`config.mk`:
```
export PLATFORM = sky130hd
export DESIGN_NAME = sks_search_ctrl
export DESIGN_NICKNAME = d
export VERILOG_FILES = /design/src/hdl/sks_pkg.sv /design/src/hdl/sks_search_ctrl.sv
export SDC_FILE = /design/constraint.sdc
export NUM_CORES = 1
export LEC_CHECK = 0
export ABC_AREA = 1
export BUFFER_PORTS_ARGS = -buffer_cell sky130_fd_sc_hd__buf_2
export CORE_ASPECT_RATIO = 2
export CORE_MARGIN = 5
export CORE_UTILIZATION = 53
export CTS_CLUSTER_SIZE = 24
export DETAILED_ROUTE_END_ITERATION = 7
export HOLD_SLACK_MARGIN = 0.05
export PLACE_DENSITY_LB_ADDON = 0.15
export SYNTH_ARGS = -nofsm -noshare
export SYNTH_HDL_FRONTEND = slang
export SYNTH_SLANG_ARGS = --single-unit
export TNS_END_PERCENT = 10
```
`constraint.sdc`:
```
create_clock -name clk -period 3.59 [get_ports clk]
set_input_delay 1.077 -clock clk [delete_from_list [all_inputs] [get_ports clk]]
set_output_delay 1.077 -clock clk [all_outputs]
set_load 0.05 [all_outputs]
```
`src/hdl/sks_pkg.sv`:
```
// ----------------------------------------------------------------------------
// sks_pkg
// Shared widths, defaults and control types of the sorted key table search.
// ----------------------------------------------------------------------------
package sks_pkg;

  // key field and position widths
  localparam int TYPE_W = 8;
  localparam int RID_W  = 16;
  localparam int KEY_W  = TYPE_W + RID_W;
  localparam int POS_W  = 9;

  // default table depth
  localparam int CAPACITY_DEF = 256;

  // item modes
  localparam logic MODE_LOAD   = 1'b0;
  localparam logic MODE_SEARCH = 1'b1;

  // memory port strobes from the controller
  typedef struct packed {
    logic wr_en;
    logic rd_en;
  } ram_ctl_t;

endpackage

```
`src/hdl/sks_search_ctrl.sv`:
```
// ----------------------------------------------------------------------------
// sks_search_ctrl
// Sequencer for loads and binary searches over the key table memory.
// ----------------------------------------------------------------------------
module sks_search_ctrl #(
  parameter int CAPACITY = sks_pkg::CAPACITY_DEF,
  parameter int IDX_W    = (CAPACITY > 1) ? $clog2(CAPACITY) : 1,
  parameter int CNT_W    = $clog2(CAPACITY + 1)
) (
  input  logic                      clk,
  input  logic                      rst_n,
  input  logic                      start,
  output logic                      busy,
  input  logic                      in_mode,
  input  logic [sks_pkg::TYPE_W-1:0] in_type_id,
  input  logic [sks_pkg::RID_W-1:0]  in_resource_id,
  output sks_pkg::ram_ctl_t         ram_ctl,
  output logic [IDX_W-1:0]          wr_addr,
  output logic [sks_pkg::KEY_W-1:0] wr_data,
  output logic [IDX_W-1:0]          rd_addr,
  input  logic [sks_pkg::KEY_W-1:0] rd_data,
  output logic                      res_valid,
  output logic                      res_found,
  output logic [CNT_W-1:0]          res_pos,
  output logic                      res_full
);
  import sks_pkg::*;

  typedef enum logic [3:0] {
    ST_IDLE  = 4'b0001,
    ST_LOAD  = 4'b0010,
    ST_PROBE = 4'b0100,
    ST_CMP   = 4'b1000
  } state_t;

  state_t           state_r, state_nxt;
  logic [CNT_W-1:0] count_r, count_nxt;
  logic [CNT_W-1:0] lo_r, lo_nxt;
  logic [CNT_W-1:0] hi_r, hi_nxt;
  logic [IDX_W-1:0] mid_r, mid_nxt;
  logic [KEY_W-1:0] key_r, key_nxt;
  logic             valid_r, valid_nxt;
  logic             found_r, found_nxt;
  logic [CNT_W-1:0] pos_r, pos_nxt;
  logic             full_r, full_nxt;
  logic [CNT_W:0]   mid_sum;
  logic [IDX_W-1:0] mid_c;
  logic             accept;

  assign accept  = start && (state_r == ST_IDLE);
  assign mid_sum = {1'b0, lo_r} + {1'b0, hi_r};
  assign mid_c   = mid_sum[IDX_W:1];

  // next-state and datapath
  always_comb begin
    state_nxt   = state_r;
    count_nxt   = count_r;
    lo_nxt      = lo_r;
    hi_nxt      = hi_r;
    mid_nxt     = mid_r;
    key_nxt     = key_r;
    valid_nxt   = 1'b0;
    found_nxt   = found_r;
    pos_nxt     = pos_r;
    full_nxt    = full_r;
    ram_ctl     = '0;
    rd_addr     = mid_c;
    unique case (state_r)
      ST_IDLE: begin
        if (accept) begin
          key_nxt = {in_type_id, in_resource_id};
          lo_nxt  = '0;
          hi_nxt  = count_r;
          if (in_mode == MODE_LOAD) begin
            state_nxt = ST_LOAD;
          end else begin
            state_nxt = ST_PROBE;
          end
        end
      end
      ST_LOAD: begin
        // append unless the table is full
        valid_nxt = 1'b1;
        found_nxt = 1'b0;
        pos_nxt   = count_r;
        state_nxt = ST_IDLE;
        if (count_r < CNT_W'(CAPACITY)) begin
          ram_ctl.wr_en = 1'b1;
          count_nxt     = count_r + CNT_W'(1);
          full_nxt      = 1'b0;
        end else begin
          full_nxt = 1'b1;
        end
      end
      ST_PROBE: begin
        // issue a read at the midpoint, or finish with the insertion point
        if (lo_r < hi_r) begin
          ram_ctl.rd_en = 1'b1;
          mid_nxt       = mid_c;
          state_nxt     = ST_CMP;
        end else begin
          valid_nxt = 1'b1;
          found_nxt = 1'b0;
          full_nxt  = 1'b0;
          pos_nxt   = lo_r;
          state_nxt = ST_IDLE;
        end
      end
      ST_CMP: begin
        // narrow the range on the probed word
        if (key_r < rd_data) begin
          hi_nxt    = CNT_W'(mid_r);
          state_nxt = ST_PROBE;
        end else if (key_r > rd_data) begin
          lo_nxt    = CNT_W'(mid_r) + CNT_W'(1);
          state_nxt = ST_PROBE;
        end else begin
          valid_nxt = 1'b1;
          found_nxt = 1'b1;
          full_nxt  = 1'b0;
          pos_nxt   = CNT_W'(mid_r);
          state_nxt = ST_IDLE;
        end
      end
      default: begin
        state_nxt = ST_IDLE;
      end
    endcase
  end

  // control registers
  always_ff @(posedge clk) begin
    if (!rst_n) begin
      state_r <= ST_IDLE;
      count_r <= '0;
      valid_r <= 1'b0;
    end else begin
      state_r <= state_nxt;
      count_r <= count_nxt;
      valid_r <= valid_nxt;
    end
  end

  // payload registers
  always_ff @(posedge clk) begin
    lo_r    <= lo_nxt;
    hi_r    <= hi_nxt;
    mid_r   <= mid_nxt;
    key_r   <= key_nxt;
    found_r <= found_nxt;
    pos_r   <= pos_nxt;
    full_r  <= full_nxt;
  end

  assign busy      = (state_r != ST_IDLE);
  assign wr_addr   = count_r[IDX_W-1:0];
  assign wr_data   = key_r;
  assign res_valid = valid_r;
  assign res_found = found_r;
  assign res_pos   = pos_r;
  assign res_full  = full_r;

endmodule

```
==> After elaboration in Yosys (flattened, before gate mapping) <==
Cells that the tools add are included.
Widths: inputs -> output; s select.
{ "totals": {"regBits": 75, "in_bits": 52} }
{ "classes": {"addsub": 3, "order_cmp": 4, "eq_ne": 11, "mux": 33, "reduce_logical": 9} }
{ "ops": {"columns": ["cell", "n"], "rows": [
  ["$mux 9", 8],
  ["$pmux 9 s2", 2],
  ["$pmux 9 s3", 1],
  ["$gt 24x24->1", 1],
  ["$lt 24x24->1", 1],
  ["$mux 1", 13],
  ["$ne 2x2->1 const B", 6],
  ["$pmux 4 s3", 1],
  ["$add 8x1->9 const B", 1],
  ["$add 9x1->9 const B", 1],
  ["$add 9x9->9", 1],
  ["$lt 9x9->1", 1],
  ["$lt 9x9->1 const B", 1],
  ["$mux 3", 3],
  ["$pmux 1 s3", 3],
  ["$mux 4", 2],
  ["$reduce_and 4->1", 2],
  ["$reduce_and 2->1", 3],
  ["$eq 4x1->1 const B", 1],
  ["$eq 4x2->1 const B", 1],
  ["$eq 4x3->1 const B", 1],
  ["$eq 4x4->1 const B", 1],
  ["$ne 4x1->1 const B", 1],
  ["$reduce_and 3->1", 1],
  ["other kinds (3)", 3]
]} }

==> Depth between registers and ports, before layout <==
{ "depth": {"ltp_word": 4, "ltp_mapped": 14} }

==> Worst setup path after synthesis <==
Ideal clock, no wire load.
{ "synth_path": {"path_type": "register to output", "start": "reg lo_r[2]", "end": "out rd_addr[4]", "t_arrival_ns": 2.250, "t_required_ns": 2.513, "path_slack_ns": 0.263, "stages_incl_launch_ff": 7, "path_cell_list": "edfxtp_1 ha_1 or2_2 o21ai_2 a21oi_1 o21ai_1 xor2_1"} }
{ "synth_via": {"elab_chain_len": 1} }
{ "synth_lines": {"columns": ["item", "line_no", "source"], "rows": [
  ["start, declared", "sks_search_ctrl.sv:38", "logic [CNT_W-1:0] lo_r, lo_nxt;"],
  ["start signal, assigned", "sks_search_ctrl.sv:146", "lo_r <= lo_nxt;"],
  ["$add 9x9->9", "sks_search_ctrl.sv:51", "assign mid_sum = {1'b0, lo_r} + {1'b0, hi_r};"],
  ["end, declared", "sks_search_ctrl.sv:20", "output logic [IDX_W-1:0] rd_addr,"]
]} }
Every way passes these cells.

==> Final worst setup path <==
{ "layout_path": {"start": "reg lo_r[1]", "end": "out rd_addr[5]"} }
Same word-level chain as after synthesis.

==> flow_summary.yaml <==
grt:
  grt_usage_pct: 21.1
  antenna_found_initial: 0
  grt_pass1_wl_mm: 15.5
  grt_max_degree: 27
  grt_pass1_vias: 3343
  grt_overflow: 0
layout:
  regArea_sq_um: 2110
  drive_above_1_share_pct: 24.6
  syn_to_final_growth_pct: 21.0
  multi_input_area_sq_um: 1640
  nFillCells: 624
  antenna_cells: 0
  nets: 633
  design_area_sq_um: 5010
  final_util_pct: 65.9
  fin_cells: 638
cts:
  root_buffer: "clkbuf_16"
  cts_buffers: 9
  clockBufferDepth: 2
  path_clk_slew_ps: 50
  clock_latency_ps: 330
  clock_sinks: 75
  cts_tree: "done"
  htreeDepth: 3
floorplan:
  rows: 45
  start_util_pct: 54.5
  boundaryPins: 107
  dieArea_sq_um: 9780
  die_w_um: 72.5
  core_area_sq_um: 7600
  dieHeight_um: 135
synthesis:
  synth_area_leaders: "edfxtp_1 44%, ha_1 12%, inv_1 7.7%, dfxtp_1 6.8%, nand2_1 6.5%"
  ys_seq_elements: 75
  synth_ff_type: "edfxtp_1"
  synthesis.nets: 523
  synth-edff-count: 61
  avgSynthCellArea_sq_um: 9.65
  synthCells: 429
  yosysMostFrequentCell: "inv_1"
  yosysWarnings: 0
  synth_top_area_share_pct: 44.3
  synth_commonest_cells: "85 x inv_1, 72 x nand2_1, 61 x edfxtp_1"
  synthDistinctLibCells: 34
  synth_area_sq_um: 4140
  async_flop_share_pct: 0
  synth_top_cell_by_area: "edfxtp_1"
  yosysSeqAreaShare_pct: 51.0
setup_path:
  cpMostUsedCell: "o21ai_0"
  path_buf_inv: 2
  crit_required_ps: 2510
  worstSetupPathType: "flip-flop to primary output"
  critPathArrivalTime_ps: 2380
  critical_path.max_fanout: 3
  cp-end-kind: "primary output"
  path_delay_family: "adder cells"
  worstSetupStartpointType: "flip-flop"
  cpPeakStageDelay_ps: 460
  path_cells: "inv_1 -> fa_1 -> nor2_1 -> o21ai_0 -> nand2_1 -> a21oi_1 -> o21ai_0 -> xor2_1 -> clkbuf_4"
  slowest_stage: "fa_1"
placement:
  port_buffers: 106
  placed_cell_area_sq_um: 4740
  numPlacedInstances: 622
  pre_cts_ws_ps: 413
  hpwlAfterDp_mm: 7.98
  gp_congestion: 0.896
sta:
  fin_ws_ps: 131
  drv_slew: 0
  fmax_ghz: 0.289
  worstMarginPinSlew_ps: 517
  tns_ps: 0
  relSlewSlack_pct: 65.4
  hold_ws_ps: 497
  rsz0062_at_grt: "no"
  fin_skew_ps: 5.38
  final-hold-violation-count: 0
  period_share_pct: 96.4
  min_period_ps: 3460
  setup_violations: 0
route:
  drt.antenna.violating_nets: 0
  drt_iter0_drc: 99
  dr.pass1.iters: 4
  vias_per_cell: 5.17
  route.vias.total: 3301
  met2_length_mm: 5.67
  drt-met1-wl_mm: 3.31
  dr_wl_met3_um: 598
  wire_per_inst_um: 15.6
  routed_wl_mm: 9.93
  drc_errors: 0
  top_layer: "met4"
pwr:
  max-vdd-ir-drop_mv: 0.351
  p_total_mw: 2.45
  p_leak_nw: 2.42
  power_density_nw_per_um2: 489
job:
  cap_viol_max_count: 0
hold_path:
  min_path_type: "flip-flop to flip-flop"
status:
  status: "finished clean"
[registers in the layout, indices dropped and copies added, names as in the netlist]
register and cells:
count_r 9, res_found 1, state_r 4, wr_data 24, res_pos 9, lo_r 9
res_full 1, mid_r 8, res_valid 1, hi_r 9
[where the power goes]
group	internal, mW	total [mW]	switching (mW)
logic	0.167	0.621	0.454
registers	1.02	1.05	0.0341
clock network	0.457	0.773	0.316
total	1.64	2.45	0.804
[layer usage]
layer | GRT usage [%] | vias up
li1 | - | 1652
met1 | 20.3 | 1525
met2 | 40.7 | 106
met3 | 3.58 | 18
met4 | 11.2 | 0
met5 | 0 | -
[final timing paths]
check,slack [ps],cells after the start,endpoint,start
min reg2reg,500,2,count_r[7]$_SDFFE_PN0P_,count_r[7]$_SDFFE_PN0P_
min,500,2,count_r[7]$_SDFFE_PN0P_,count_r[7]$_SDFFE_PN0P_
max,130,9,rd_addr[5],lo_r[1]$_SDFFCE_PN0P_
max reg2reg,1320,9,res_pos[2]$_DFFE_PP_,lo_r[6]$_SDFFCE_PN0P_
[cells in the final DEF (no fill, tap or decap), types with 2 or more instances in the layout]
master / Yosys / final
ha_1: 41 / 40
edfxtp_1: 61 / 61
nor3_1: 7 / 7
buf_2: 2 / 104
nand4_1: 8 / 8
a221oi_1: 2 / 2
nand4_2: 2 / 2
o211ai_1: 6 / 6
nor3b_1: 2 / 2
nand2_1: 72 / 72
buf_4: 9 / 5
xor2_1: 7 / 7
clkbuf_16: 0 / 9
o221ai_1: 2 / 2
clkinv_1: 0 / 4
nor2_2: 1 / 2
dfxtp_1: 14 / 14
inv_2: 2 / 2
nor3_2: 2 / 2
a21o_1: 4 / 4
inv_1: 85 / 85
o21ai_1: 3 / 3
clkbuf_1: 0 / 2
nand3_1: 12 / 12
a21oi_1: 23 / 23
o21ai_0: 22 / 22
nor2_1: 30 / 29
[worst register-to-register path, stage by stage (launching register included)]
cell and delay, ps:
edfxtp_1 420, ha_1 410, nand2_1 70, nor2_1 170
nand3_1 140, nand4_2 140, nand2_1 60, inv_1 50
nand3_1 90, inv_1 360
[cells by family after synthesis]
kind of cell	synth area share (%)
AO/OA/AOI/OAI	9.07
XOR/XNOR	1.69
adder cells (fa/ha/maj)	12.9
buffers and inverters	9.76
flip-flops	51.0
AND/OR/NAND/NOR	15.6
[timing repair]
item,4_1_cts,5_1_grt
hold buffers,0,0
resized for setup,0,5
buffers inserted,0,0
endpoints found under the hold margin,0,0
setup endpoints to repair,0,3
[final cells by class]
type / count / area share [%]
Clock buffer: 11 / 4.65
Timing Repair Buffer: 110 / 11.3
Inverter: 87 / 6.52
Sequential cell: 75 / 42.2
Clock inverter: 5 / 0.400
Multi-Input combinational cell: 256 / 32.6
Tap cell: 94 / 2.35
No activity file was read; power rests on OpenSTA's default activity.
